<file path="config.mk">
export PLATFORM = sky130hd
export DESIGN_NAME = jtg_queue
export DESIGN_NICKNAME = d
export VERILOG_FILES = /design/src/jtg_pkg.sv /design/src/jtg_queue.sv
export SDC_FILE = /design/constraint.sdc
export NUM_CORES = 1
export LEC_CHECK = 0
export BUFFER_PORTS_ARGS = -buffer_cell sky130_fd_sc_hd__buf_2
export CORE_MARGIN = 10
export CORE_UTILIZATION = 40
export CTS_CLUSTER_SIZE = 24
export DETAILED_ROUTE_END_ITERATION = 10
export HOLD_SLACK_MARGIN = 0.12
export PLACE_DENSITY = 0.66
export SLEW_MARGIN = 20
export SYNTH_ARGS = -nofsm -noshare
export SYNTH_HDL_FRONTEND = slang
export SYNTH_SLANG_ARGS = --single-unit
</file>
<file path="constraint.sdc">
create_clock -name clk -period 8.3 [get_ports clk]
set_input_delay 1.245 -clock clk [delete_from_list [all_inputs] [get_ports clk]]
set_output_delay 1.245 -clock clk [all_outputs]
set_load 0.02 [all_outputs]
</file>
<file path="src/jtg_pkg.sv">
`default_nettype none

package jtg_pkg;

  localparam int ANGLE_WIDTH = 16;
  localparam int MAX_POINTS  = 64;
  localparam int COUNT_WIDTH = 7;

  localparam int IDX_W   = $clog2(MAX_POINTS);
  localparam int D2_W    = 2 * IDX_W;
  localparam int D3_W    = 3 * IDX_W;
  localparam int D5_W    = 5 * IDX_W;
  localparam int INNER_W = D2_W + 4;

  // path parameter s is unsigned q1.16
  localparam int FRAC      = 16;
  localparam int S_W       = FRAC + 1;
  localparam int DVD_W     = D5_W + S_W;
  localparam int DIV_CNT_W = $clog2(S_W);
  localparam int PROD_W    = (S_W + 1) + (ANGLE_WIDTH + 1);

  localparam int QUEUE_DEPTH = 2;
  localparam int QPTR_W      = $clog2(QUEUE_DEPTH);
  localparam int QCNT_W      = $clog2(QUEUE_DEPTH + 1);

  localparam int IN_DATA_W  = ((6 * ANGLE_WIDTH + COUNT_WIDTH + 7) / 8) * 8;
  localparam int OUT_DATA_W = ((IDX_W + 3 * ANGLE_WIDTH + 7) / 8) * 8;

  // one classified request, ready for the point generator
  typedef struct packed {
    logic [2:0][ANGLE_WIDTH-1:0] start;
    logic [2:0][ANGLE_WIDTH:0]   diff;
    logic [IDX_W-1:0]            d;
    logic [D2_W-1:0]             d2;
    logic [D5_W-1:0]             den;
    logic                        quintic;
  } jtg_job_t;

  typedef struct packed {
    logic full;
    logic empty;
  } jtg_qstat_t;

endpackage

`default_nettype wire

</file>
<file path="src/jtg_queue.sv">
`default_nettype none

module jtg_queue (
  input  wire logic               clk,
  input  wire logic               rst,
  input  wire logic               push,
  input  wire jtg_pkg::jtg_job_t  din,
  input  wire logic               pop,
  output jtg_pkg::jtg_job_t       dout,
  output jtg_pkg::jtg_qstat_t     qstat
);
  import jtg_pkg::*;

  jtg_job_t           entries [QUEUE_DEPTH];
  logic [QPTR_W-1:0]  wr_ptr;
  logic [QPTR_W-1:0]  rd_ptr;
  logic [QCNT_W-1:0]  count;

  assign dout        = entries[rd_ptr];
  assign qstat.full  = (count == QCNT_W'(QUEUE_DEPTH));
  assign qstat.empty = (count == '0);

  always_ff @(posedge clk) begin
    if (push) begin
      entries[wr_ptr] <= din;
    end
  end

  always_ff @(posedge clk) begin
    if (rst) begin
      wr_ptr <= '0;
      rd_ptr <= '0;
      count  <= '0;
    end else begin
      if (push) begin
        wr_ptr <= (wr_ptr == QPTR_W'(QUEUE_DEPTH - 1)) ? '0 : wr_ptr + QPTR_W'(1);
      end
      if (pop) begin
        rd_ptr <= (rd_ptr == QPTR_W'(QUEUE_DEPTH - 1)) ? '0 : rd_ptr + QPTR_W'(1);
      end
      if (push && !pop) begin
        count <= count + QCNT_W'(1);
      end else if (pop && !push) begin
        count <= count - QCNT_W'(1);
      end
    end
  end

endmodule

`default_nettype wire

</file>
After elaboration in Yosys (flattened, before gate mapping):

Memories as Yosys holds them, arrays and structs flattened. A register that Yosys moved wholly into a read port is not among the register bits.
Index checks and enable logic that the tools add are counted.

* add/subtract/negate cells: 4
* equality and inequality tests: 1
* mux-type cells: 8
* reduce and logical (&&, ||, !) cells: 6

Operators with widths (number)
* 2-to-1 mux 1 bit: 6
* 2-to-1 mux 2 bit: 2
* adder 1 bit, second input constant: 2
* adder 2 x 1 -> 2 bit, second input constant: 1
* equality test 2 bit, second input constant: 1
* logical AND 1 bit: 2
* zero test 1 bit: 2
* zero test 2 bit: 1
* nonzero test 2 bit: 1
* subtractor 2 x 1 -> 2 bit, second input constant: 1

* register bits after elaboration: 4
* bits in writable memories: 296
* bits of input ports: 152
* output and inout bits: 150
* logic and storage cells: 23
* memories kept: 1

Memories
* entries: words 2, bits a word 148, read ports 1, clocked after Yosys merged registers in 1, wr ports 1, RTL line jtg_queue.sv:14 `jtg_job_t entries [QUEUE_DEPTH];`

Depth between registers and ports, before layout:

* word-level depth: 4
* gate-level depth with buffers: 5
* gate-level depth less buffers: 5

Worst setup path after synthesis:

OpenSTA, ideal clock, no wires.

* path type: in2reg
* from: input port push
* to: memory entries[0][0] (netlist name), enable pin
* setup time: 675 ps
* data arrival time: 7647 ps
* required time: 7625 ps
* path slack: -23 ps
* stages on the path: 1
* buffers on the path: 0
* cells stage by stage: nor2b_1

* longest elaborated chain between the ends: 2

RTL lines
* start: declaration: RTL line jtg_queue.sv:6 `input wire logic push,`
* 2-to-1 mux 1 bit: RTL line jtg_queue.sv:24 `if (push) begin`
* 2-to-1 mux 1 bit (implied by the code): RTL line jtg_queue.sv:25 `entries[wr_ptr] <= din;`
* end: declaration: RTL line jtg_queue.sv:14

No other way between the ends.

==> reports/metrics.csv <==
stage;metric;value;unit
status;status;complete, no violations;
worst_setup_path;CP Cell Sequence;buf_4 > mux2_2 > buf_2;
placement;Port Buffer Count;301;
layout;Synth-to-Final Area Change;25.37;%
drt;via count;5588;
logic_synthesis;top-area cell type share of the netlist area;81.39;%
grt;pin count of the biggest net entering global routing;77;
placement;GPL Wtd Cong;0.7170;
grt;vias in the first global route;5988;
sta;worst hold slack;0.5132;ns
placement;Area after DPL;12750;um2
sta;final period utilization;45.86;%
logic_synthesis;Synth area leaders;edfxtp_1 81%, mux2_2 15%, buf_6 1.2%;
sta;post-layout min period;3.806;ns
worst_setup_path;CP required;7.05;ns
floorplan;Starting Density;40.63;%
floorplan;site row count;60;
logic_synthesis;Seq/Total Area, Yosys;82.31;%
logic_synthesis;cell taking the most area after synthesis;edfxtp_1;
worst_setup_path;Slowest cell on crit path;buf_4;
drt;antenna viol nets, final;0;
logic_synthesis;Post-Syn Nets;635;
drt;DRT iter0 DRCs;245;
clock_tree;post_cts resized;0;
clock_tree;CTS Buf Count;31;
sta;Final Slew Violations;0;
sta;Clock Skew;0.01165;ns
sta;Rel. slew slack;29.79;%
clock_tree;H-tree Lvls;1;
layout;Core Util, Final;50.94;%
floorplan;Placeable Area;26880;um2
floorplan;Chip Width;185.2;um
clock_tree;Post-CTS Setup Bufs;0;
logic_synthesis;synthesized netlist cell count;482;
hold_path;worst hold-check path type;reg -> reg;
clock_tree;CTS max path bufs;3;
power_and_ir_drop;Power Density;255.0;nW/um2
worst_setup_path;crit end category;output port;
clock_tree;CTS clk-pin slew, worst paths;0.06;ns
floorplan;# IOs;302;
drt;Post-route DRC;0;
run;Max-Cap Viols;0;
clock_tree;clock sink total;301;
drt;Vias/cell;4.768;
drt;DR WL/cell;19.76;um
logic_synthesis;post-synthesis cell type count;16;
sta;RSZ-0062 raised after global routing;no;
sta;fin worst setup slack;4.494;ns
layout;fin area;13690;um2
clock_tree;CTS tree;built;
grt;Total Routing Usage GR;12.87;%
placement;DP Worst Slack;5.039;ns
worst_setup_path;crit-path max cell delay;0.71;ns
clock_tree;cts hold-fix bufs;0;
floorplan;Die Y;185.2;um
layout;Nets;959;
logic_synthesis;Yosys reg bits;301;
worst_setup_path;crit-path max FO;63;
logic_synthesis;synthesized cell area;10920;um2
logic_synthesis;Synth Area per Inst;22.66;um2
sta;Tightest Pin Transition;1.053;ns
logic_synthesis;Yosys warning total;0;
power_and_ir_drop;Leak;5.098;nW
power_and_ir_drop;Max VDD drop;207.4;uV
sta;final hold violations;0;
layout;fillers;2244;
worst_setup_path;critical path arrival;2.56;ns
layout;fraction of layout instances using a drive strength above 1;60.29;%
grt;grt total ovfl;0;
clock_tree;clk_lat worst skew;0.55;ns
placement;dpl hpwl;15.77;mm
floorplan;die area;34310;um2
sta;Final TNS setup;0;ns
worst_setup_path;Crit Path Category;reg -> out;
worst_setup_path;CP Launch Type;flop;
sta;f_max;262.7;MHz
grt;first-pass GRT wire length;34.47;mm
grt;initial antenna violation count;4;
drt;Routed WL;23.16;mm
drt;drt pass-1 iters;6;
clock_tree;CTS Root Cell;clkbuf_16;
sta;final setup vio count;0;
worst max-delay path: cells and delay by family, from the launching register on:
kind,cells,cell delay (ns)
muxes,1,0.42
DFF,1,0.59
buffers and inverters,2,0.88
path summary, 6_finish.rpt:
path / end / depth (start not counted) / from / slack (ns)
min reg2reg: count[1]$_SDFFE_PP0P_ / 2 / count[1]$_SDFFE_PP0P_ / 0.51
max reg2reg: entries[1][91]$_DFFE_PP_ / 2 / wr_ptr$_SDFFE_PP0P_ / 6.48
max: dout[74] / 3 / flop / 4.49
min: count[1]$_SDFFE_PP0P_ / 2 / count[1]$_SDFFE_PP0P_ / 0.51
cell families after synthesis:
logic type      count (synthesis)  synth area share (%)
fa+ha+maj                       1                0.1146
simple gates                    9                0.4011
compound gates                  2               0.09157
buf+inv                        17                 1.501
mux                           148                 15.26
flops                         301                 82.31
xor+xnor                        4                0.3209
power by group:
part	total (mW)	switching [mW]	internal, mW
Combinational	0.421	0.257	0.164
Clock	1.27	0.532	0.738
Sequential	1.80	0.0246	1.78
Total	3.49	0.813	2.68
per-layer routing:
| layer | up-vias | GRT usage (%) | share of wire [%] |
|---|---|---|---|
| met5 | - | 0 | 0 |
| met3 | 44 | 5.799 | 10 |
| met2 | 217 | 21.01 | 48 |
| li1 | 2582 | - | - |
| met1 | 2745 | 14.68 | 39 |
| met4 | 0 | 4.421 | 2.8 |
synthesized netlist by cell type:
| cell type | count |
|---|---|
| edfxtp_1 | 296 |
| mux2_2 | 148 |
| buf_6 | 12 |
| dfxtp_1 | 5 |
| nor2_1 | 5 |
| buf_2 | 2 |
| buf_4 | 2 |
| nor2b_1 | 2 |
| xnor2_1 | 2 |
| xor2_1 | 2 |
| a21oi_1 | 1 |
| and2_1 | 1 |
| ha_1 | 1 |
| inv_1 | 1 |
| o21ai_0 | 1 |
| or3_1 | 1 |
metrics by stage:
| step | instances | power (mW) |
|---|---|---|
| final | 1172 | 3.492 |
| after global routing | 1170 | 3.638 |
| after CTS | 1167 | 3.543 |
| after detailed placement | 1114 | 2.263 |
| after global placement | 1114 | 2.255 |
| after floorplan | 482 | 2.108 |
cells in the final DEF (no fill, tap or decap), drive strengths merged, types with 5 or more instances in the layout:
| cell type | Yosys | layout |
|---|---|---|
| diode | 0 | 5 |
| dfxtp | 5 | 5 |
| mux2 | 148 | 148 |
| clkinv | 0 | 12 |
| clkbuf | 0 | 37 |
| edfxtp | 296 | 296 |
| buf | 16 | 307 |
| nor2 | 5 | 5 |
final cells by class:
cell class                 count  area [um2]  share of cell area, %
antenna                        5       12.51                0.09139
clock buffer                  37       798.3                  5.831
clock inverter                16       127.6                 0.9322
inverter                       1       3.754                0.02742
multi-input combinational    164        1778                  12.99
sequential                   301        8992                  65.68
tap                          341       426.7                  3.116
timing repair buffer         307        1551                  11.33
registers in the layout, indices dropped and copies added (netlist names), named ones only:
register and count:
entries 296, wr_ptr 1, count 2, rd_ptr 1
(Power assumes the default switching activity.)
