$ cat config.mk
export PLATFORM = sky130hd
export DESIGN_NAME = jtg_back
export DESIGN_NICKNAME = d
export VERILOG_FILES = /design/src/jtg_pkg.sv /design/src/jtg_back.sv
export SDC_FILE = /design/constraint.sdc
export NUM_CORES = 2
export LEC_CHECK = 0
export BUFFER_PORTS_ARGS = -buffer_cell sky130_fd_sc_hd__buf_2
export CORE_ASPECT_RATIO = 0.9
export CORE_UTILIZATION = 55
export CTS_BUF_LIST = sky130_fd_sc_hd__clkbuf_4
export DETAILED_ROUTE_END_ITERATION = 8
export PLACE_DENSITY = 0.75
export SLEW_MARGIN = 20
export SYNTH_ARGS = -nofsm -noshare
export SYNTH_HDL_FRONTEND = slang
export SYNTH_SLANG_ARGS = --single-unit
$ cat constraint.sdc
create_clock -name clk -period 12.5 [get_ports clk]
set_input_delay 1.875 -clock clk [delete_from_list [all_inputs] [get_ports clk]]
set_output_delay 1.875 -clock clk [all_outputs]
set_load 0.005 [all_outputs]
$ cat src/jtg_pkg.sv
`default_nettype none

package jtg_pkg;

  localparam int ANGLE_WIDTH = 16;
  localparam int MAX_POINTS  = 64;
  localparam int COUNT_WIDTH = 7;

  localparam int IDX_W   = $clog2(MAX_POINTS);
  localparam int D2_W    = 2 * IDX_W;
  localparam int D3_W    = 3 * IDX_W;
  localparam int D5_W    = 5 * IDX_W;
  localparam int INNER_W = D2_W + 4;

  // path parameter s is unsigned q1.16
  localparam int FRAC      = 16;
  localparam int S_W       = FRAC + 1;
  localparam int DVD_W     = D5_W + S_W;
  localparam int DIV_CNT_W = $clog2(S_W);
  localparam int PROD_W    = (S_W + 1) + (ANGLE_WIDTH + 1);

  localparam int QUEUE_DEPTH = 2;
  localparam int QPTR_W      = $clog2(QUEUE_DEPTH);
  localparam int QCNT_W      = $clog2(QUEUE_DEPTH + 1);

  localparam int IN_DATA_W  = ((6 * ANGLE_WIDTH + COUNT_WIDTH + 7) / 8) * 8;
  localparam int OUT_DATA_W = ((IDX_W + 3 * ANGLE_WIDTH + 7) / 8) * 8;

  // one classified request, ready for the point generator
  typedef struct packed {
    logic [2:0][ANGLE_WIDTH-1:0] start;
    logic [2:0][ANGLE_WIDTH:0]   diff;
    logic [IDX_W-1:0]            d;
    logic [D2_W-1:0]             d2;
    logic [D5_W-1:0]             den;
    logic                        quintic;
  } jtg_job_t;

  typedef struct packed {
    logic full;
    logic empty;
  } jtg_qstat_t;

endpackage

`default_nettype wire

$ cat src/jtg_back.sv
`default_nettype none

module jtg_back (
  input  wire logic                          clk,
  input  wire logic                          rst,
  input  wire jtg_pkg::jtg_qstat_t           qstat,
  input  wire jtg_pkg::jtg_job_t             head,
  output logic                               q_pop,
  output logic                               m_tvalid,
  input  wire logic                          m_tready,
  output logic [jtg_pkg::OUT_DATA_W-1:0]     m_tdata,
  output logic                               m_tlast
);
  import jtg_pkg::*;

  typedef enum logic [2:0] {
    B_IDLE, B_PROD1, B_PROD2, B_PROD3, B_LOAD, B_DIV, B_MUL, B_EMIT
  } state_t;

  state_t                 state;
  logic [IDX_W-1:0]       idx;
  logic [D2_W-1:0]        i2;
  logic [D2_W-1:0]        id;
  logic [D3_W-1:0]        i3;
  logic [D3_W-1:0]        i2d;
  logic [INNER_W-1:0]     inner;
  logic [D5_W-1:0]        num;
  logic [D5_W-1:0]        rem;
  logic [S_W-1:0]         quo;
  logic [DIV_CNT_W-1:0]   cnt;
  logic signed [PROD_W-1:0] prod [3];

  logic [D3_W+1:0]        num_cubic;
  logic [D5_W+3:0]        num_quintic;
  logic [DVD_W-1:0]       dividend;
  logic [D5_W:0]          div_cat;
  logic [D5_W+1:0]        div_trial;
  logic [S_W-1:0]         s_val;
  logic signed [PROD_W-1:0] rnd_sum [3];
  logic signed [PROD_W-1:0] rnd_sh  [3];
  logic [2:0][ANGLE_WIDTH-1:0] angle;
  logic                   load_ok;
  logic                   last;

  always_comb begin
    num_cubic   = (D3_W+2)'(3) * (D3_W+2)'(i2d) - (D3_W+2)'(2) * (D3_W+2)'(i3);
    num_quintic = (D5_W+4)'(i3) * (D5_W+4)'(inner);
    // round to nearest: add half the divisor before dividing
    dividend    = DVD_W'({num, FRAC'(0)}) + DVD_W'(head.den >> 1);
    div_cat     = {rem, quo[S_W-1]};
    div_trial   = {1'b0, div_cat} - (D5_W+2)'(head.den);
    s_val       = (head.d == '0) ? '0 : quo;
    for (int j = 0; j < 3; j++) begin
      rnd_sum[j] = prod[j] + $signed(PROD_W'(1 << (FRAC - 1)));
      rnd_sh[j]  = rnd_sum[j] >>> FRAC;
      angle[j]   = head.start[j] + rnd_sh[j][ANGLE_WIDTH-1:0];
    end
    load_ok = !m_tvalid || m_tready;
    last    = (idx == head.d);
  end

  assign q_pop = (state == B_EMIT) && load_ok && last;

  always_ff @(posedge clk) begin
    if (rst) begin
      state    <= B_IDLE;
      m_tvalid <= 1'b0;
    end else begin
      if (state == B_EMIT && load_ok) begin
        m_tvalid <= 1'b1;
      end else if (m_tready) begin
        m_tvalid <= 1'b0;
      end
      case (state)
        B_IDLE: begin
          if (!qstat.empty) begin
            idx   <= '0;
            state <= B_PROD1;
          end
        end
        B_PROD1: begin
          i2    <= D2_W'(idx) * D2_W'(idx);
          id    <= D2_W'(idx) * D2_W'(head.d);
          state <= B_PROD2;
        end
        B_PROD2: begin
          i3    <= D3_W'(i2) * D3_W'(idx);
          i2d   <= D3_W'(i2) * D3_W'(head.d);
          // 10d^2 - 15id + 6i^2 is never negative for any i, d
          inner <= INNER_W'(10) * INNER_W'(head.d2) + INNER_W'(6) * INNER_W'(i2)
                 - INNER_W'(15) * INNER_W'(id);
          state <= B_PROD3;
        end
        B_PROD3: begin
          num   <= head.quintic ? num_quintic[D5_W-1:0] : D5_W'(num_cubic);
          state <= B_LOAD;
        end
        B_LOAD: begin
          // quotient fits s bits, so the top part is already below the divisor
          rem   <= dividend[DVD_W-1:S_W];
          quo   <= dividend[S_W-1:0];
          cnt   <= DIV_CNT_W'(S_W - 1);
          state <= B_DIV;
        end
        B_DIV: begin
          if (!div_trial[D5_W+1]) begin
            rem <= div_trial[D5_W-1:0];
            quo <= {quo[S_W-2:0], 1'b1};
          end else begin
            rem <= div_cat[D5_W-1:0];
            quo <= {quo[S_W-2:0], 1'b0};
          end
          if (cnt == '0) begin
            state <= B_MUL;
          end else begin
            cnt <= cnt - DIV_CNT_W'(1);
          end
        end
        B_MUL: begin
          for (int j = 0; j < 3; j++) begin
            prod[j] <= $signed({1'b0, s_val}) * $signed(head.diff[j]);
          end
          state <= B_EMIT;
        end
        B_EMIT: begin
          if (load_ok) begin
            m_tdata  <= OUT_DATA_W'({angle[2], angle[1], angle[0], idx});
            m_tlast  <= last;
            if (last) begin
              state <= B_IDLE;
            end else begin
              idx   <= idx + IDX_W'(1);
              state <= B_PROD1;
            end
          end
        end
        default: state <= B_IDLE;
      endcase
    end
  end

endmodule

`default_nettype wire

Word level (Yosys, flattened, before mapping)
Memory sizes are Yosys's and may differ from the RTL's.
Index checks and enable logic that the tools add are counted.
- flip-flop bits (word level): 223
- memory bits (writable): 105
- bits of input ports: 153
- output and inout port bits: 59
- word-level logic and storage cells: 95
- memories: 1
- add/subtract/negate cells: 13
- $mul: 12
- equality and inequality tests: 13
- mux-type cells: 22
- bitwise gates (word level): 1
- reductions and logical operators: 18
- memory list (memory ; depth ; width ; rd ports ; clocked after Yosys merged registers in ; wr ports ; line ; source):
    prod ; 3 ; 35 ; 3 ; 0 ; 3 ; jtg_back.sv:31 ; logic signed [PROD_W-1:0] prod [3];
- operator list (kind ; number):
    multiplier 18 x 17 -> 35 bit ; 3
    adder 32 x 17 -> 32 bit (second input constant) ; 3
    case mux 30 bit (2 select lines) ; 1
    adder 16 bit ; 3
    adder 46 x 29 -> 47 bit ; 1
    multiplier 12 x 6 -> 18 bit ; 2
    case mux 17 bit (2 select lines) ; 1
    subtractor 31 x 30 -> 32 bit ; 1
    multiplier 18 x 16 -> 30 bit ; 1
    2-to-1 mux 30 bit ; 1
    multiplier 6 x 6 -> 12 bit ; 2
    case mux 3 bit (8 select lines) ; 1
    multiplier 2 x 18 -> 20 bit (first input constant) ; 1
    2-to-1 mux 20 bit ; 1
    subtractor 20 x 19 -> 20 bit ; 1
    2-to-1 mux 6 bit ; 3
    2-to-1 mux 17 bit ; 1
    adder 16 x 15 -> 16 bit ; 1
    multiplier 4 x 12 -> 16 bit (first input constant) ; 1
    subtractor 16 bit ; 1
    multiplier 3 x 12 -> 15 bit (first input constant) ; 1
    multiplier 2 x 12 -> 14 bit (first input constant) ; 1
    equality test 3 bit (second input constant) ; 4
    case mux 6 bit (2 select lines) ; 1
    other kinds (21) ; 42

Depth between registers and ports, before layout
- word-level depth: 4
- depth in mapped cells: 29
- mapped depth without buffers: 26

Worst setup path before layout
No wires, ideal clock.
- kind: input -> register
- start: in head[43] in the netlist's numbering
- end: mem prod[0][95] in the netlist's numbering (data pin)
- setup time: 0.268 ns
- arrival: 8.394 ns
- required time: 12.232 ns
- slack: 3.838 ns
- stages on the path: 27
- buffers on the path: 3
- path through: nor4_4 -> nand2_1 -> clkbuf_1 -> and2_1 -> clkbuf_1 -> clkbuf_1 -> nand2_1 -> fa_1 -> fa_1 -> fa_1 -> fa_1 -> inv_1 -> fa_1 -> inv_1 -> fa_1 -> inv_1 -> ha_1 -> a211oi_1 -> nand3_1 -> a211oi_2 -> o41ai_2 -> a211oi_2 -> nor3_1 -> o31a_1 -> o21a_1 -> o21ai_0 -> a21oi_1
- RTL lines (what ; line ; source):
    start: declaration ; jtg_back.sv:7 ; input wire jtg_pkg::jtg_job_t head,
    end: declaration ; jtg_back.sv:31 ;

==> out/qor.csv <==
stage,metric,value,unit
placement,gp_congestion,0.9328,
yosys,synthTopCellsByArea,"fa_1 (35%), ha_1 (14%), edfxtp_1 (13%)",
job,drv_cap,0,
clock_tree,cts_resized,0,
timing,tns,0,ps
clock_tree,cts_sinks,273,
placement,port_buffers,208,
yosys,synth_edf_count,269,
yosys,ys_ff_latch,273,
critical_path,path_class,primary input to flop,
critical_path,start_kind,primary input,
timing,period_share,77.12,%
yosys,synth_seq_area_share,13.60,%
clock_tree,insertion_delay,950,ps
critical_path,critPathBufInv,6,
timing,rsz0062_at_grt,false,
critical_path,slowest_delay,580,ps
yosys,yosysWarnings,0,
timing,maxSlewViolCount,0,
floorplan,die_x,350.1,µm
detailed_routing,antenna_left,0,
yosys,synth_cells,6498,
critical_path,cpMostUsedCell,fa_1,
critical_path,worstPathArrival,10290,ps
clock_tree,numCtsBuffers,83,
yosys,ys_types,89,
timing,worst_pin_slew,1255,ps
global_route,grt_overflow,0,
clock_tree,post-cts-setup-buffer-count,0,
critical_path,slowest_stage,a221oi_1,
floorplan,die_h,315.3,µm
finish,layout-drive-gt1-share,6.631,%
detailed_routing,routed_wl,155400,µm
clock_tree,postCtsHoldBufs,0,
finish,finalNonFillerCells,8087,
timing,fin_skew,74.27,ps
detailed_routing,drc,0,
worst_hold_path,min_path_type,flop to flop,
global_route,grt_first_pass_wirelength,251200,µm
global_route,grt_pass1_vias,47810,
yosys,synth_top_area_share,35.17,%
status,status,finished clean,
yosys,netlist_area,0.05999,mm²
global_route,grt_usage,29.06,%
finish,mostFrequentLayoutCells,"inv_1 (1345), fa_1 (1054), nand2_1 (869)",
timing,max_freq,103.7,MHz
floorplan,die_area,0.1104,mm²
finish,syn_to_final_growth,5.581,%
clock_tree,cts-htree-levels,3,
finish,design_area,0.06334,mm²
critical_path,cp_max_fo,64,
timing,setup_viol,0,
placement,place_hpwl,119100,µm
detailed_routing,vias_per_cell,5.659,
finish,fin_nets,8442,
clock_tree,path_clk_slew,70,ps
clock_tree,tritoncts,done,
floorplan,boundaryPins,212,
detailed_routing,first_iter_violations,3600,
yosys,ys_async_sr_fraction,0,%
floorplan,fp-row-count,114,
detailed_routing,wire_per_inst,19.21,µm
floorplan,coreArea,0.1077,mm²
timing,slew_headroom,16.33,%
yosys,syn_avg_cell_area,9.232,µm²
placement,dp.cells,7928,
floorplan,start_util,55.71,%
clock_tree,cts_buffer_depth,3,
timing,period_needed,9640,ps
timing,hold_viol,0,
detailed_routing,vias,45770,
yosys,synth_ff_type,edfxtp_1,
critical_path,endpoint_kind,flop,
yosys,synth_top_area_cell,fa_1,
global_route,antenna_found_initial,18,
critical_path,required,13150,ps
placement,dpl_cell_area,0.06222,mm²
detailed_routing,dr.pass1.iters,8,
finish,mostFrequentLayoutCell,inv_1,
clock_tree,cts_root_buf,clkbuf_4,
global_route,grt_max_degree,115,
critical_path,critPathTopFamily,adder cells,
worst paths after layout:
kind,slack (ps),from,to,depth (start not counted)
worst max-delay path,2860,head[46],prod[0][61],27
worst min-delay path,550,state[0],state[0],2
worst max register to register,4330,quo[10],prod[0][61],22
worst min register to register,550,state[0],state[0],2
layout make-up:
| type | instances | area [µm²] |
|---|---|---|
| antenna | 17 | 42.54 |
| clock buffer | 112 | 840.8 |
| clock inverter | 30 | 237.7 |
| fill | 9166 | 44350 |
| inverter | 1348 | 5060 |
| multi-input combinational | 4594 | 45730 |
| sequential | 273 | 8158 |
| tap | 1450 | 1814 |
| timing repair buffer | 263 | 1454 |
tightest hold or removal path: stages (launching register included):
cell      delay (ps)
dfxtp_1          340
nor2_1           110
a211oi_1          50
per-stage QoR:
step / utilization, % / setup WS (ps) / hold WS, ps
4_1_cts: 58.78 / 3101 / 551.2
5_1_grt: 58.80 / 2701 / 569.4
2_1_floorplan: - / 3838 / 452.3
6_report: 58.81 / 2860 / 553.7
3_5_place_dp: 57.77 / 2126 / 539.7
3_3_place_gp: 57.77 / 2314 / 528.4
registers in the layout (all words and copies together) (netlist names), 3 cells and up:
register,cells
cnt,5
i2,11
i2d,18
i3,18
id,12
idx,6
inner,16
m_tdata,54
num,30
prod,51
quo,17
rem,30
state,3
cell usage after synthesis (all sizes together), types with 6 or more instances:
cell	count
nand2	870
and2	228
a2111oi	8
nand4	25
nor2b	23
xor2	89
o21ai	123
o31ai	11
nor4	6
nor2	191
o31a	6
a21boi	13
a21o	61
ha	672
nand2b	24
or2	14
clkbuf	272
o2111ai	7
mux2i	6
a211oi	33
o21bai	45
or3	15
nand3	69
o21a	25
nor3b	6
edfxtp	269
fa	1054
and3	402
a31o	7
xnor2	214
and4	7
a31oi	25
nor3	54
buf	16
a21oi	174
a211o	8
inv	1345
per-layer routing:
metal  track usage (%)  wire length (µm)  part of all wire [%]
met2             48.07             73100                    47
met3             5.003             13620                   8.8
met5                 0                46                 0.030
met4             12.53              6728                   4.3
met1             37.66             61880                    40
cell families (layout without fill, tap and decap cells):
kind of cell	Yosys count	count (layout)	share of synthesized area (%)
AND/OR/NAND/NOR	1949	1949	15.77
multiplexers	9	9	0.1564
flip-flops	273	273	13.60
XOR/XNOR	303	303	4.424
adder cells (fa/ha/maj)	1726	1726	49.19
AO/OA/AOI/OAI	600	600	6.574
buffers and inverters	1636	1753	10.27
other	2	24	0.01252
Power is not shown: default switching activity piles up to over one toggle a cycle in this logic, so the estimate is an artifact.
