**config.mk**
```make
export PLATFORM = sky130hd
export DESIGN_NAME = jtg_front
export DESIGN_NICKNAME = d
export VERILOG_FILES = /design/src/jtg_pkg.sv /design/src/jtg_front.sv
export SDC_FILE = /design/constraint.sdc
export NUM_CORES = 1
export LEC_CHECK = 0
export ABC_AREA = 1
export BUFFER_PORTS_ARGS = -buffer_cell sky130_fd_sc_hd__buf_4
export CAP_MARGIN = 10
export CELL_PAD_IN_SITES_DETAIL_PLACEMENT = 0
export CELL_PAD_IN_SITES_GLOBAL_PLACEMENT = 2
export CORE_ASPECT_RATIO = 2
export CORE_MARGIN = 5
export CORE_UTILIZATION = 38
export DETAILED_ROUTE_END_ITERATION = 12
export GPL_ROUTABILITY_DRIVEN = 0
export PLACE_DENSITY = 0.95
export SYNTH_ARGS = -nofsm -noshare
export SYNTH_HDL_FRONTEND = slang
export SYNTH_SLANG_ARGS = --single-unit
```
**constraint.sdc**
```tcl
create_clock -name clk -period 13.65 [get_ports clk]
set_clock_uncertainty 0.2 [all_clocks]
set_input_delay 0 -clock clk [delete_from_list [all_inputs] [get_ports clk]]
set_output_delay 0 -clock clk [all_outputs]
set_load 0.01 [all_outputs]
```
**src/jtg_pkg.sv**
```systemverilog
`default_nettype none

package jtg_pkg;

  localparam int ANGLE_WIDTH = 16;
  localparam int MAX_POINTS  = 64;
  localparam int COUNT_WIDTH = 7;

  localparam int IDX_W   = $clog2(MAX_POINTS);
  localparam int D2_W    = 2 * IDX_W;
  localparam int D3_W    = 3 * IDX_W;
  localparam int D5_W    = 5 * IDX_W;
  localparam int INNER_W = D2_W + 4;

  // path parameter s is unsigned q1.16
  localparam int FRAC      = 16;
  localparam int S_W       = FRAC + 1;
  localparam int DVD_W     = D5_W + S_W;
  localparam int DIV_CNT_W = $clog2(S_W);
  localparam int PROD_W    = (S_W + 1) + (ANGLE_WIDTH + 1);

  localparam int QUEUE_DEPTH = 2;
  localparam int QPTR_W      = $clog2(QUEUE_DEPTH);
  localparam int QCNT_W      = $clog2(QUEUE_DEPTH + 1);

  localparam int IN_DATA_W  = ((6 * ANGLE_WIDTH + COUNT_WIDTH + 7) / 8) * 8;
  localparam int OUT_DATA_W = ((IDX_W + 3 * ANGLE_WIDTH + 7) / 8) * 8;

  // one classified request, ready for the point generator
  typedef struct packed {
    logic [2:0][ANGLE_WIDTH-1:0] start;
    logic [2:0][ANGLE_WIDTH:0]   diff;
    logic [IDX_W-1:0]            d;
    logic [D2_W-1:0]             d2;
    logic [D5_W-1:0]             den;
    logic                        quintic;
  } jtg_job_t;

  typedef struct packed {
    logic full;
    logic empty;
  } jtg_qstat_t;

endpackage

`default_nettype wire

```
**src/jtg_front.sv**
```systemverilog
`default_nettype none

module jtg_front (
  input  wire logic                         clk,
  input  wire logic                         rst,
  input  wire logic                         s_tvalid,
  output logic                              s_tready,
  input  wire logic [jtg_pkg::IN_DATA_W-1:0] s_tdata,
  input  wire logic                         s_tuser,
  input  wire jtg_pkg::jtg_qstat_t          qstat,
  output logic                              q_push,
  output jtg_pkg::jtg_job_t                 q_job
);
  import jtg_pkg::*;

  typedef enum logic [2:0] {F_IDLE, F_POW2, F_POW3, F_POW5, F_PUSH} state_t;

  state_t                 state;
  logic [D3_W-1:0]        d3;
  logic [COUNT_WIDTH-1:0] n_raw;
  logic [COUNT_WIDTH-1:0] n_clamped;
  logic [2:0][ANGLE_WIDTH:0] diff_in;

  assign s_tready = (state == F_IDLE);
  assign q_push   = (state == F_PUSH) && !qstat.full;

  always_comb begin
    n_raw = s_tdata[6*ANGLE_WIDTH +: COUNT_WIDTH];
    if (n_raw == '0) begin
      n_clamped = COUNT_WIDTH'(1);
    end else if (n_raw > COUNT_WIDTH'(MAX_POINTS)) begin
      n_clamped = COUNT_WIDTH'(MAX_POINTS);
    end else begin
      n_clamped = n_raw;
    end
    for (int j = 0; j < 3; j++) begin
      diff_in[j] = {s_tdata[(3+j)*ANGLE_WIDTH + ANGLE_WIDTH - 1],
                    s_tdata[(3+j)*ANGLE_WIDTH +: ANGLE_WIDTH]}
                 - {s_tdata[j*ANGLE_WIDTH + ANGLE_WIDTH - 1],
                    s_tdata[j*ANGLE_WIDTH +: ANGLE_WIDTH]};
    end
  end

  always_ff @(posedge clk) begin
    if (rst) begin
      state <= F_IDLE;
    end else begin
      case (state)
        F_IDLE: begin
          if (s_tvalid) begin
            for (int j = 0; j < 3; j++) begin
              q_job.start[j] <= s_tdata[j*ANGLE_WIDTH +: ANGLE_WIDTH];
            end
            q_job.diff    <= diff_in;
            q_job.d       <= IDX_W'(n_clamped - COUNT_WIDTH'(1));
            q_job.quintic <= s_tuser;
            state         <= F_POW2;
          end
        end
        F_POW2: begin
          q_job.d2 <= D2_W'(q_job.d) * D2_W'(q_job.d);
          state    <= F_POW3;
        end
        F_POW3: begin
          d3    <= D3_W'(q_job.d2) * D3_W'(q_job.d);
          state <= F_POW5;
        end
        F_POW5: begin
          // cubic divides by d^3, quintic by d^5
          q_job.den <= q_job.quintic ? D5_W'(D5_W'(d3) * D5_W'(q_job.d2)) : D5_W'(d3);
          state     <= F_PUSH;
        end
        F_PUSH: begin
          if (!qstat.full) begin
            state <= F_IDLE;
          end
        end
        default: state <= F_IDLE;
      endcase
    end
  end

endmodule

`default_nettype wire

```
# After elaboration in Yosys (flattened, before gate mapping)

Index checks and enable logic that the tools add are counted.

Flip-flop bits (word level): 169
Output and inout bits: 150

$add $sub $neg: 4
$mul: 3
Order comparisons: 1
Eq/ne operators: 6
Multiplexer cells: 6
Bitwise operators: 1
Reduce and logical (&&, ||, !) cells: 9

Operators with widths:

| operator                                                              | count |
|---|---|
| 16-bit by 16-bit subtractor with 17-bit output                        | 3 |
| 18-bit by 12-bit multiplier with 30-bit output                        | 1 |
| 12-bit by 6-bit multiplier with 18-bit output                         | 1 |
| 18-bit 2-to-1 mux                                                     | 1 |
| 3-bit one-hot mux with 5 select lines                                 | 1 |
| 6-bit by 6-bit multiplier with 12-bit output                          | 1 |
| 6-bit 2-to-1 mux                                                      | 2 |
| 2-bit AND reduction                                                   | 4 |
| 7-bit greater-than comparator, second input constant                  | 1 |
| 7-bit logical NOT                                                     | 1 |
| 3-bit by 2-bit equality test with 1-bit output, second input constant | 2 |
| 3-bit 2-to-1 mux                                                      | 2 |
| 6-bit by 1-bit subtractor with 6-bit output, second input constant    | 1 |
| 2-bit != test, second input constant                                  | 2 |
| 3-bit by 1-bit equality test with 1-bit output, second input constant | 1 |
| 3-bit equality test, second input constant                            | 1 |
| 3-bit logical NOT                                                     | 1 |
| 3-bit AND reduction                                                   | 1 |
| 1-bit logical AND                                                     | 1 |
| 1-bit logical NOT                                                     | 1 |
| 1-bit NOT                                                             | 1 |

# Depth between registers and ports, before layout

Gate-level depths: netlist of the first run.

Depth after elaboration: 4
Depth in mapped cells: 24
Mapped depth without buffers: 23

# Worst setup path after synthesis of the first run

OpenSTA, ideal clock, no wires.

Kind: register -> register
Start: register state[2]
End: register q_job[0] (netlist bit) (enable)
Library setup time: 0.572 ns
Arrival time: 5.202 ns
Path slack: 7.676 ns
Stages on the path, launching flop included: 6
Period minus slack after synthesis: 5.974 ns
Path through: dfxtp_1 > nor2_1 > inv_1 > nor2_1 > nand2_1 > nor2_1

Word-level cells in the longest chain between the ends: 2

Ends and longest elaborated chain:

| element                       | RTL line        | RTL |
|---|---|---|
| start, declared               | jtg_front.sv:18 | `state_t state;` |
| start signal, assigned        | jtg_front.sv:46 | `state <= F_IDLE;` |
| start signal, assigned        | jtg_front.sv:57 | `state <= F_POW2;` |
| start signal, assigned        | jtg_front.sv:62 | `state <= F_POW3;` |
| 3-bit logical NOT             | n/a             |  |
| named net s_tready            | jtg_front.sv:7  | `output logic s_tready,` |
| 3-bit AND reduction (no line) | n/a             |  |
| end, declared                 | jtg_front.sv:12 | `output jtg_pkg::jtg_job_t q_job` |

The timed path passes the listed nets, and every way through them passes these cells.
A chain may end at the register's enable or synchronous reset.

# Final worst setup path of the first run

Start: register q_job[34] (netlist bit)
End: register q_job[29] (netlist bit) (data pin)

Word-level cells in the longest chain between the ends: 1

Ends and longest elaborated chain:

| element                                        | RTL line        | RTL |
|---|---|---|
| 18-bit by 12-bit multiplier with 30-bit output | jtg_front.sv:70 | `q_job.den <= q_job.quintic ? D5_W'(D5_W'(d3) * D5_W'(q_job.d2)) : D5_W'(d3);` |

Every way passes these cells.

==> results of run 1 <==
layout by cell type (no fill, tap or decap), types with 6 or more instances in the layout:
cell / netlist / layout
a21o_1: 15 / 15
a21oi_1: 66 / 66
buf_4: 1 / 275
clkbuf_16: 0 / 17
dlygate4sd3_1: 0 / 123
edfxtp_1: 165 / 165
fa_1: 191 / 191
ha_1: 172 / 172
inv_1: 552 / 552
nand2_1: 620 / 620
nand2_2: 23 / 23
nand3_1: 69 / 69
nand4_1: 7 / 7
nor2_1: 100 / 98
nor2_2: 11 / 11
nor2_4: 4 / 6
nor3_1: 16 / 16
o21ai_0: 21 / 21
o21ai_2: 6 / 6
o21bai_1: 13 / 13
xnor2_1: 18 / 18
xor2_1: 47 / 47
cell type report:
| class | instances | share of cell area [%] |
|---|---|---|
| Clock inverter | 13 | 0.601 |
| Clock buffer | 19 | 1.91 |
| Tap cell | 632 | 3.48 |
| Sequential cell | 168 | 22.1 |
| Multi-Input combinational cell | 1435 | 48.2 |
| Timing Repair Buffer | 398 | 14.5 |
| Inverter | 556 | 9.19 |
worst max-delay path: cells and delay by family (launching register included):
family                     cells  cell delay, ps
DFF                            1            1080
and+or+nand+nor               10            1330
adders and majority gates      6            2950
buffers and inverters          3             140
stage by stage:
| stage | worst slack (ps) | total power [mW] | std cells | hold slack, ps |
|---|---|---|---|---|
| 6_report | 7670 | 5.53 | 3221 | 55.9 |
| 5_1_grt | 7440 | 6.20 | 3221 | 37.6 |
| 4_1_cts | 7660 | 5.59 | 3221 | 29.8 |
| 3_5_place_dp | 7690 | 5.03 | 3066 | -17.1 |
| 3_3_place_gp | 7780 | 4.97 | 3066 | -20.9 |
| 2_1_floorplan | 7680 | 3.92 | 2217 | -152 |
flip-flops by register name, summed over array words and instances (netlist names):
| name | flops |
|---|---|
| d3 | 18 |
| q_job | 147 |
| state | 3 |
metal layers:
metal / vias up / GRT usage (%) / part of all wire, %
li1: 7391 / - / -
met1: 7204 / 17.6 / 31
met2: 405 / 40.9 / 58
met3: 131 / 4.85 / 5.7
met4: 0 / 9.62 / 4.7
met5: - / 0 / 0
cells by family (layout without fill, tap and decap cells):
kind of cell    after synthesis  count (layout)
other cells                   2               4
flops                       168             168
buf+inv                     614             986
fa+ha+maj                   363             363
simple gates                866             866
xor+xnor                     65              65
compound gates              137             137
power breakdown:
group / internal, mW / switching, mW / total [mW]
Sequential: 0.702 / 0.0444 / 0.746
Clock: 0.258 / 0.245 / 0.503
Combinational: 1.52 / 2.75 / 4.28
worst paths after layout:
| kind | from | endpoint | slack (ps) | cells past startpoint |
|---|---|---|---|---|
| hold / removal | s_tdata[20] | q_job[120] | 60 | 2 |
| hold reg to reg | state[1] | state[1] | 360 | 2 |
| setup / recovery | q_job[34] | q_job[29] | 7670 | 19 |
| setup reg to reg | q_job[34] | q_job[29] | 7670 | 19 |
repair_timing:
action,4_1_cts,5_1_grt
hold endpoints to repair,168,0
gates resized for setup,0,0
hold buffers,123,0
setup endpoints to repair,0,0
==> qor.txt, run 1 <==
=====================================================================================================
Synth Flop Type                                                                              edfxtp_1
Clock net sink count                                                                              168
Yosys reg bits                                                                                    168
Instance area at placement                                                               0.0209 sq mm
Min-Delay Path Class                                                                           in2reg
Synthesized-area fraction occupied by ao, oa, aoi and oai cells                                 4.45%
Required time of the critical path                                                           13670 ps
Number of antenna violations at the first check in global routing                                   0
Number of port buffers                                                                            256
Relative area change from synthesis to final layout                                             24.4%
Synthesized area per cell                                                                  8.24 sq um
Clock edge transition at the registers on the reported setup and hold paths                     80 ps
Critical path arrival                                                                         6000 ps
Maximum root-to-sink buffer count                                                                   2
Area share of and/or/nand/nor cells after synthesis                                             19.5%
Critical path launch point type                                                             flip-flop
Global Route Usage Sum                                                                          20.1%
Post-route design area                                                                   0.0227 sq mm
Top area cells in the synthesized netlist                                                edfxtp_1 (27%), fa_1 (21%), nand2_1 (13%)
Number of nets with antenna violations after detailed routing                                       0
Pleak                                                                                         12.3 nW
Critical setup path kind                                                                      reg2reg
Number of pins exceeding their max-slew limit in the final report                                   0
Power density of the placed cells                                                         243 mW/mm^2
Fraction of synthesized cell area taken by the top area cell type                               27.1%
Vias in the first global route                                                                  17093
Hpwl dp                                                                                  41800 microns
Endpoints failing setup                                                                             0
Via Count                                                                                       15131
Chip width                                                                                165 microns
Total detailed-routing wirelength                                                        51400 microns
First-pass GRT wire length                                                               83500 microns
CP cell instances                                                                        nand2_1 -> fa_1 -> fa_1 -> fa_1 -> inv_1 -> fa_1 -> inv_1 -> fa_1 -> inv_1 -> ha_1 -> nand2_1 -> nor2_1 -> nand2_1 -> nand2_2 -> nand2_1 -> nand3_1 -> nand2_1 -> nand2_1 -> nor2_1
Cell at the root of the clock tree                                                          clkbuf_16
Initial DRT Pass Iterations                                                                         4
Count of mapped cells out of synthesis                                                           2215
Number of cell rows                                                                               113
Number of maximum-capacitance constraint violations                                                 0
Overflow left after global routing                                                                  0
DRC violation count after routing                                                                   0
Post-synthesis cell type with the largest combined area                                      edfxtp_1
Area used by multi-input combinational logic                                             0.0109 sq mm
Boundary pin count                                                                                260
Area of the die                                                                          0.0528 sq mm
Post-CTS setup buffers                                                                              0
Post-synth EDFFs                                                                                  165
Largest net degree at the start of global routing                                                  71
Area of all sequential standard cells                                                    0.00501 sq mm
Clock latency on the worst-skew pair                                                           460 ps
Post-synthesis share of cell area spent on full adders, half adders and majority gates          32.7%
Share of synthesized area occupied by flip-flops and latches                                    27.5%
Htree depth                                                                                         4
Synth cell types                                                                                   39
Effective utilization at floorplan                                                              38.4%
Number of antenna repair diodes                                                                     0
Setup total negative slack                                                                       0 ps
Cell with the most instances after synthesis                                                  nand2_1
Die span in y                                                                             320 microns
Worst-case vdd ir drop                                                                     0.000207 V
Clock tree from TritonCTS                                                                         yes
Total clock buffers created by CTS                                                                 17
Period minus WS final                                                                         5980 ps
Relative max-transition margin                                                                  25.9%
Most frequent cells after synthesis                                                      nand2_1 (620), inv_1 (552), fa_1 (191), ha_1 (172), edfxtp_1 (165)
Biggest cell delay along the critical path                                                    1080 ps
Wire length per cell after detailed routing                                              16.0 microns
Post-synthesis mux area share                                                                      0%
Main combinational cell family by area after synthesis                                    adder cells
RSZ-0062 raised after global routing                                                            false
Crit Path Max Fanout                                                                               25
Cell area after technology mapping                                                       0.0183 sq mm
DRC marker count from the first detailed-route iteration                                          484
Via density                                                                                      4.70
Crit end category                                                                           flip-flop
Most used cell along the critical path                                                        nand2_1
Total count of hold-check failures in the final report                                              0
FMAX                                                                                          167 MHz
Share of synthesized registers carrying an async set or reset                                      0%
Post-route fraction of the period consumed by the critical path                                 43.8%
Fraction of the core area covered by cells at the end of the flow                               47.8%
Fraction of layout instances using a drive strength above 1                                     14.1%
Post-Synth XOR/XNOR Area                                                                        3.12%
FILL cells                                                                                       4596
Core Footprint                                                                           0.0475 sq mm
Number of warnings reported in the yosys synthesis log                                              0
Slew @ Worst Pin                                                                              1110 ps
Run status                                                                                  completed
Final net count                                                                                  3049
Slowest cell on the critical path                                                            edfxtp_1
=====================================================================================================
Note: power is estimated with default switching activity, not from simulation.
==> inputs of run 2 (changes only) <==
Settings changed: CORE_UTILIZATION 38 to 35, PLACE_DENSITY 0.95 to 0.93.
Clock period 13.65 ns to 5.5 ns, I/O delays scaled along.
==> run 2 against run 1 <==
Sequential cell count unchanged. Design area up 2.1%. Global-route usage decreased by 1.2 points. First-iteration DRC count is 19% higher. Cell count increased by 2.0%. Critical path type unchanged. Register-to-register slack lost 7500 ps. Worst hold slack improved by 5.2 ps.
==> qor.txt, run 2 (synthesis results as in run 1) <==
==========================================================================================
Run status                                                                       completed
Via density                                                                           4.66   -0.81%
Slowest cell on the critical path                                                 edfxtp_1
Hold Path Sink                                                                  q_job[119]
Number of maximum-capacitance constraint violations                                      0   unchanged
Hold wc startpoint                                                             s_tdata[19]
Biggest cell delay along the critical path                                          570 ps   -510 ps
Hpwl dp                                                                       43700 microns   +4.6%
Power density of the placed cells                                              613 mW/mm^2   +150%
Core Footprint                                                                0.0517 sq mm   +8.8%
Worst Path Buf+Inv                                                                       6   +3
Clock edge transition at the registers on the reported setup and hold paths          80 ps   about the same
Maximum root-to-sink buffer count                                                        2   unchanged
Number of cells traversed by the worst hold path                                         2   unchanged
Vias in the first global route                                                       16934   -0.93%
Initial DRT Pass Iterations                                                              4   unchanged
Number of nets with antenna violations after detailed routing                            0   unchanged
Leading registers by flop count                                               q_job: 147 flops, d3: 18 flops, state: 3 flops
Post-route fraction of the period consumed by the critical path                      96.0%   +52 points
Total detailed-routing wirelength                                             52900 microns   +2.8%
Boundary pin count                                                                     260   unchanged
Total count of hold-check failures in the final report                                   0   unchanged
Effective utilization at floorplan                                                   35.3%   -3.1 points
Fraction of the core area covered by cells at the end of the flow                    44.8%   -3.0 points
Wire length per cell after detailed routing                                   16.1 microns   +0.81%
Overflow left after global routing                                                       0   unchanged
Number of cell rows                                                                    118   +4.4%
Slew @ Worst Pin                                                                   1190 ps   +81.4 ps
Cell at the root of the clock tree                                               clkbuf_16
Most common cell after layout, fill and taps aside                                 nand2_1
Setup total negative slack                                                            0 ps   unchanged
Relative max-transition margin                                                       20.2%   -5.7 points
Critical setup path kind                                                           reg2reg
Combinational share of power                                                         77.9%   +0.5 points
Most frequent cells in the layout                                             nand2_1 (620), inv_1 (552), buf_4 (302)
DRC violation count after routing                                                        0   unchanged
Portion of total power attributed to the clock network                                9.2%   about the same
Critical path arrival                                                              5260 ps   -740 ps
Hold Worst Slack                                                                   61.2 ps   +5.24 ps
Min-Delay Path Class                                                                in2reg
Flip-flop count of the largest register after layout                                   147   unchanged
Number of antenna repair diodes                                                          0   unchanged
Total power consumption of the routed design                                       14.2 mW   +160%
Largest net degree at the start of global routing                                       50   -30%
Most flop-heavy register                                                             q_job
Die span in y                                                                  333 microns   +4.1%
DRC marker count from the first detailed-route iteration                               574   +19%
Clock tree from TritonCTS                                                              yes
Design internal power                                                              6.55 mW   +160%
Clock net sink count                                                                   168   unchanged
Fraction of layout instances using a drive strength above 1                          15.4%   +1.3 points
Seq pwr share                                                                        12.8%   -0.7 points
Endpoints failing setup                                                                  0   unchanged
Htree depth                                                                              4   unchanged
Total clock buffers created by CTS                                                      17   unchanged
Pleak                                                                              12.5 nW   +1.9%
Number of pins exceeding their max-slew limit in the final report                        0   unchanged
Final net count                                                                       3084   +1.1%
Worst reg2reg startpoint                                                             d3[5]
Period minus WS final                                                              5280 ps   -697 ps
Crit Path Max Fanout                                                                     9   -64%
Area of the die                                                               0.0571 sq mm   +8.2%
First-pass GRT wire length                                                    84900 microns   +1.8%
Critical path launch point type                                                  flip-flop
Required time of the critical path                                                 5480 ps   -8190 ps
Relative area change from synthesis to final layout                                  26.9%
Crit end category                                                                flip-flop
RSZ-0062 raised after global routing                                                 false
Power spent charging and discharging nets                                          7.65 mW   +150%
FILL cells                                                                            5092   +11%
FMAX                                                                               189 MHz   +13%
Number of port buffers                                                                 256   unchanged
Switching Share                                                                      53.9%   -1.2 points
Clock latency on the worst-skew pair                                                460 ps   about the same
Number of cells on the worst reg-to-reg path                                            19   unchanged
Worst-case vdd ir drop                                                          0.000680 V   +230%
Gate family responsible for the most delay along the worst path                adder cells
Via Count                                                                            15302   +1.1%
Reg2reg setup slack                                                                 220 ps   -7450 ps
Global Route Usage Sum                                                               18.9%   -1.2 points
Capture instance of the worst register-to-register path                          q_job[13]
CP cell instances                                                             nand2_1 -> inv_1 -> fa_1 -> inv_1 -> fa_1 -> inv_1 -> fa_1 -> fa_1 -> inv_1 -> fa_1 -> inv_1 -> ha_1 -> nand2_1 -> nor2_2 -> nand2_1 -> nand2_2 -> buf_4 -> xnor2_1 -> o21ai_1
Number of antenna violations at the first check in global routing                        0   unchanged
Chip width                                                                     171 microns   +3.9%
==========================================================================================
==> run 2: power groups by stage <==
stage / clock [mW] / combinational [mW] / sequential, mW
finish: 1.31 / 11.1 / 1.82
global route: 1.39 / 12.6 / 1.83
CTS: 1.34 / 11.2 / 1.84
detailed placement: 0 / 11.0 / 1.86
global placement: 0 / 11.0 / 1.86
floorplan: 0 / 7.88 / 1.85
==> run 2: how the worst max path moves through the flow <==
stage | start | endpoint | cells after the start
2_1_floorplan | q_job[37] | q_job[14] | 20
3_3_place_gp | d3[5] | q_job[13] | 19
3_5_place_dp | d3[3] | q_job[13] | 17
4_1_cts | d3[5] | q_job[13] | 19
5_1_grt | d3[4] | q_job[21] | 21
6_report | d3[5] | q_job[13] | 19
==> run 2: layout make-up <==
type | count | area (sq um) | area share, %
clock buffer | 17 | 425 | 1.84
clock inverter | 15 | 185 | 0.799
sequential | 168 | 5010 | 21.6
inverter | 556 | 2090 | 9.01
multi-input combinational | 1435 | 10900 | 47.2
tap | 660 | 826 | 3.56
timing repair buffer | 433 | 3690 | 15.9
==> run 2: routing by layer <==
| metal | track usage [%] | up-vias | share of wire, % |
|---|---|---|---|
| li1 | - | 7457 | - |
| met1 | 17.3 | 7353 | 32 |
| met2 | 38.6 | 390 | 58 |
| met3 | 4.10 | 102 | 5.7 |
| met4 | 7.61 | 0 | 3.8 |
| met5 | 0 | - | 0 |
==> run 2: what timing repair did <==
action	CTS	global route
setup endpoints to repair	0	11
gates resized for setup	0	1
hold endpoints to repair	187	0
hold buffers	120	0
setup buffers	0	7
==> run 2: worst register-to-register path, stage by stage (launching register included) <==
cell,delay (ps)
edfxtp_1,570
nand2_1,140
inv_1,70
fa_1,530
inv_1,50
fa_1,530
inv_1,50
fa_1,460
fa_1,490
inv_1,50
fa_1,470
inv_1,40
ha_1,360
nand2_1,150
nor2_2,290
nand2_1,130
nand2_2,120
buf_4,140
xnor2_1,110
o21ai_1,80
==> run 2: per-stage QoR <==
stage	cell area, sq um	cells	setup slack [ps]
3_5_place_dp	21300	3125	98.6
6_report	23200	3284	219
2_1_floorplan	18300	2217	546
5_1_grt	23200	3284	12.2
3_3_place_gp	21300	3125	140
4_1_cts	23100	3277	102
==> inputs of run 3 (changes only) <==
Settings changed: ABC_AREA 1 to not set, CORE_UTILIZATION 35 to 38, PLACE_DENSITY 0.93 to 0.94.
==> run 3 against run 2 <==
Sequential power decreased by 2%. Die area shrank 13%. Utilization up 6.5 points. Sequential cell count unchanged. Critical endpoint is now q_job[28]. Largest cell class unchanged. Highest routed layer unchanged.
==> qor.txt, run 3 <==
==========================================================================================
Run status                                                                       completed
Via density                                                                           4.95   +6.3%
Clock latency on the worst-skew pair                                                460 ps   about the same
Reg2reg setup slack                                                                  60 ps   -160 ps
Required time of the critical path                                                 5510 ps   +30 ps
Relative max-transition margin                                                       40.5%   +20 points
First-pass GRT wire length                                                    76900 microns   -9.4%
Design internal power                                                              7.55 mW   +15%
Effective utilization at floorplan                                                   38.5%   +3.1 points
Portion of total power attributed to the clock network                                9.3%   about the same
Global Route Usage Sum                                                               19.8%   +0.84 points
Post-route fraction of the period consumed by the critical path                      99.0%   +3.0 points
Met1 layer wirelength in the final routing                                    15500 microns   -9.7%
Most common cell after layout, fill and taps aside                                   buf_4
Leading registers by flop count                                               q_job: 147 flops, d3: 18 flops, state: 3 flops
Final Instance Count excl. Fillers                                                    2742   -17%
Post-route design area                                                        0.0228 sq mm   -1.7%
Synth cell types                                                                        66   +69%
Post-synthesis cell type with the largest combined area                           edfxtp_1
Clock net sink count                                                                   168   unchanged
Number of warnings reported in the yosys synthesis log                                   0   unchanged
Synthesized area per cell                                                       10.1 sq um   +22%
Die span in y                                                                  310 microns   -7.0%
Critical path launch point type                                                  flip-flop
Switching Share                                                                      45.4%   -8.5 points
Post-synth EDFFs                                                                       165   unchanged
Share of synthesized registers carrying an async set or reset                           0%   unchanged
Power density of the placed cells                                              608 mW/mm^2   -0.87%
Most frequent cells after synthesis                                           inv_1 (311), fa_1 (191), nand2_1 (187), ha_1 (172), edfxtp_1 (165)
Vias in the first global route                                                       15210   -10%
Fraction of synthesized cell area taken by the top area cell type                    29.1%   +1.9 points
Core Footprint                                                                0.0443 sq mm   -14%
Slew @ Worst Pin                                                                    893 ps   -300 ps
Most flop-heavy register                                                             q_job
Overflow left after global routing                                                       0   unchanged
Boundary pin count                                                                     260   unchanged
Initial DRT Pass Iterations                                                              5   +1
Total power consumption of the routed design                                       13.8 mW   -2.6%
Via Count                                                                            13576   -11%
Setup total negative slack                                                            0 ps   unchanged
Pleak                                                                              10.7 nW   -14%
Maximum root-to-sink buffer count                                                        2   unchanged
Cell at the root of the clock tree                                               clkbuf_16
Number of nets with antenna violations after detailed routing                            0   unchanged
Chip width                                                                     160 microns   -6.8%
RSZ-0062 raised after global routing                                                  true
Area of the die                                                               0.0494 sq mm   -13%
DRC violation count after routing                                                        0   unchanged
Crit Path Max Fanout                                                                    10   +1
Combinational share of power                                                         77.9%   about the same
Final net count                                                                       2647   -14%
Top area cells in the synthesized netlist                                     edfxtp_1 (29%), fa_1 (22%), ha_1 (13%)
Critical setup path kind                                                           reg2reg
FILL cells                                                                            3867   -24%
Yosys reg bits                                                                         168   unchanged
Hpwl dp                                                                       39500 microns   -9.6%
Synth Flop Type                                                                   edfxtp_1
Period minus WS final                                                              5440 ps   +163 ps
Highest layer used for signal routing                                                 met4
Total clock buffers created by CTS                                                      17   unchanged
Most frequent cells in the layout                                             buf_4 (369), inv_1 (302), fa_1 (185)
Number of port buffers                                                                 256   unchanged
FMAX                                                                               184 MHz   -3.0%
Share of synthesized area occupied by flip-flops and latches                         29.4%   +1.9 points
Htree depth                                                                              4   unchanged
Total detailed-routing wirelength                                             48800 microns   -7.6%
Number of pins exceeding their max-slew limit in the final report                        0   unchanged
Total length of routed met2 wires                                             28700 microns   -6.6%
Endpoints failing setup                                                                  0   unchanged
Clock tree from TritonCTS                                                              yes
Min-Delay Path Class                                                                in2reg
Number of antenna repair diodes                                                          0   unchanged
Post-layout worst setup margin                                                     55.4 ps   -163 ps
Cell with the most instances after synthesis                                         inv_1
Setup Slack @ Placement                                                            -127 ps   -226 ps
Fraction of layout instances using a drive strength above 1                          23.4%   +8.0 points
Number of cell rows                                                                    109   -7.6%
Critical path arrival                                                              5450 ps   +190 ps
Number of maximum-capacitance constraint violations                                      0   unchanged
Number of antenna violations at the first check in global routing                        0   unchanged
Flip-flop count of the largest register after layout                                   147   unchanged
Clock edge transition at the registers on the reported setup and hold paths          70 ps   about the same
Cell count after placement                                                            2559   -18%
Seq pwr share                                                                        12.9%   about the same
Count of mapped cells out of synthesis                                                1695   -23%
Cell area after technology mapping                                            0.0170 sq mm   -6.6%
Instance area at placement                                                    0.0203 sq mm   -4.5%
Total length of routed met3 wires                                             2680 microns   -10%
Worst-case vdd ir drop                                                          0.000714 V   +5.0%
DRC marker count from the first detailed-route iteration                               338   -41%
Relative area change from synthesis to final layout                                  33.5%
Crit end category                                                                flip-flop
Largest net degree at the start of global routing                                       50   unchanged
Power spent charging and discharging nets                                          6.28 mW   -18%
Wire length per cell after detailed routing                                   17.8 microns   +11%
Total count of hold-check failures in the final report                                   0   unchanged
==========================================================================================
run 3: cell count changes after synthesis, sizes merged, moves of 16 or more:
cell   previous run  this run
xor2             47        16
nand2           643       187
nand3            73        16
and2              3       131
xnor2            18        54
o21a              1        18
inv             556       311
nor2            115        73
nor2b             0        16
run 3: final timing paths:
path               startpoint   endpoint  depth (start not counted)
hold reg to reg      state[0]   state[1]                          2
hold / removal    s_tdata[90]  q_job[93]                          5
setup / recovery    q_job[37]  q_job[28]                         21
setup reg to reg    q_job[37]  q_job[28]                         21
run 3: repair_timing:
action / in CTS / in global routing
pin swaps: 4 / 34
hold buffers: 127 / 0
endpoints found under the setup margin: 7 / 15
buffers inserted: 8 / 18
gates resized for setup: 10 / 84
hold endpoints to repair: 138 / 0
run 3: area by class of cell:
cell class                 count  area (sq um)  area share [%]
tap                          555           694            3.05
clock buffer                  18           429            1.89
multi-input combinational   1156         11000            48.2
sequential                   168          5010            22.0
inverter                     311          1170            5.13
clock inverter                14           158           0.693
timing repair buffer         520          4340            19.1
run 3: worst max-delay path: stages, from the launching register on:
cell,delay [ps]
edfxtp_1,370
buf_4,180
buf_6,150
and2_1,160
fa_1,540
inv_1,60
fa_1,520
inv_1,50
fa_1,440
fa_1,490
inv_1,50
fa_1,480
inv_2,40
ha_4,230
a21oi_4,140
o21bai_1,80
a21oi_1,140
buf_4,150
nor2_1,40
a311o_1,350
mux2i_1,130
a211o_1,220
run 3: cells by family after synthesis:
family	share of synthesized area (%)
other	0.0441
adder cells (fa/ha/maj)	35.1
XOR/XNOR	3.60
flip-flops	29.4
AO/OA/AOI/OAI	8.65
AND/OR/NAND/NOR	14.0
buffers and inverters	8.24
multiplexers	1.03
run 3: through the flow:
stage / hold slack [ps] / utilization (%)
after CTS: 8.01 / 50.3
after floorplan: -152 / -
after global routing: 54.1 / 51.4
after global placement: -21.0 / 45.9
final: 24.3 / 51.4
after detailed placement: -19.8 / 45.9
run 3: routing by layer:
layer  vias to the layer above  GRT usage, %
met5                         -             0
met4                         0          8.95
met3                       105          4.31
met2                       398          41.6
met1                      6632          17.3
li1                       6441             -
run 3: power groups by stage:
| stage | combinational [mW] | clock, mW | sequential, mW |
|---|---|---|---|
| 4_1_cts | 9.10 | 1.30 | 1.78 |
| 3_5_place_dp | 8.83 | 0 | 1.81 |
| 2_1_floorplan | 5.86 | 0 | 1.83 |
| 6_report | 10.8 | 1.28 | 1.78 |
| 5_1_grt | 11.9 | 1.36 | 1.79 |
| 3_3_place_gp | 8.66 | 0 | 1.81 |
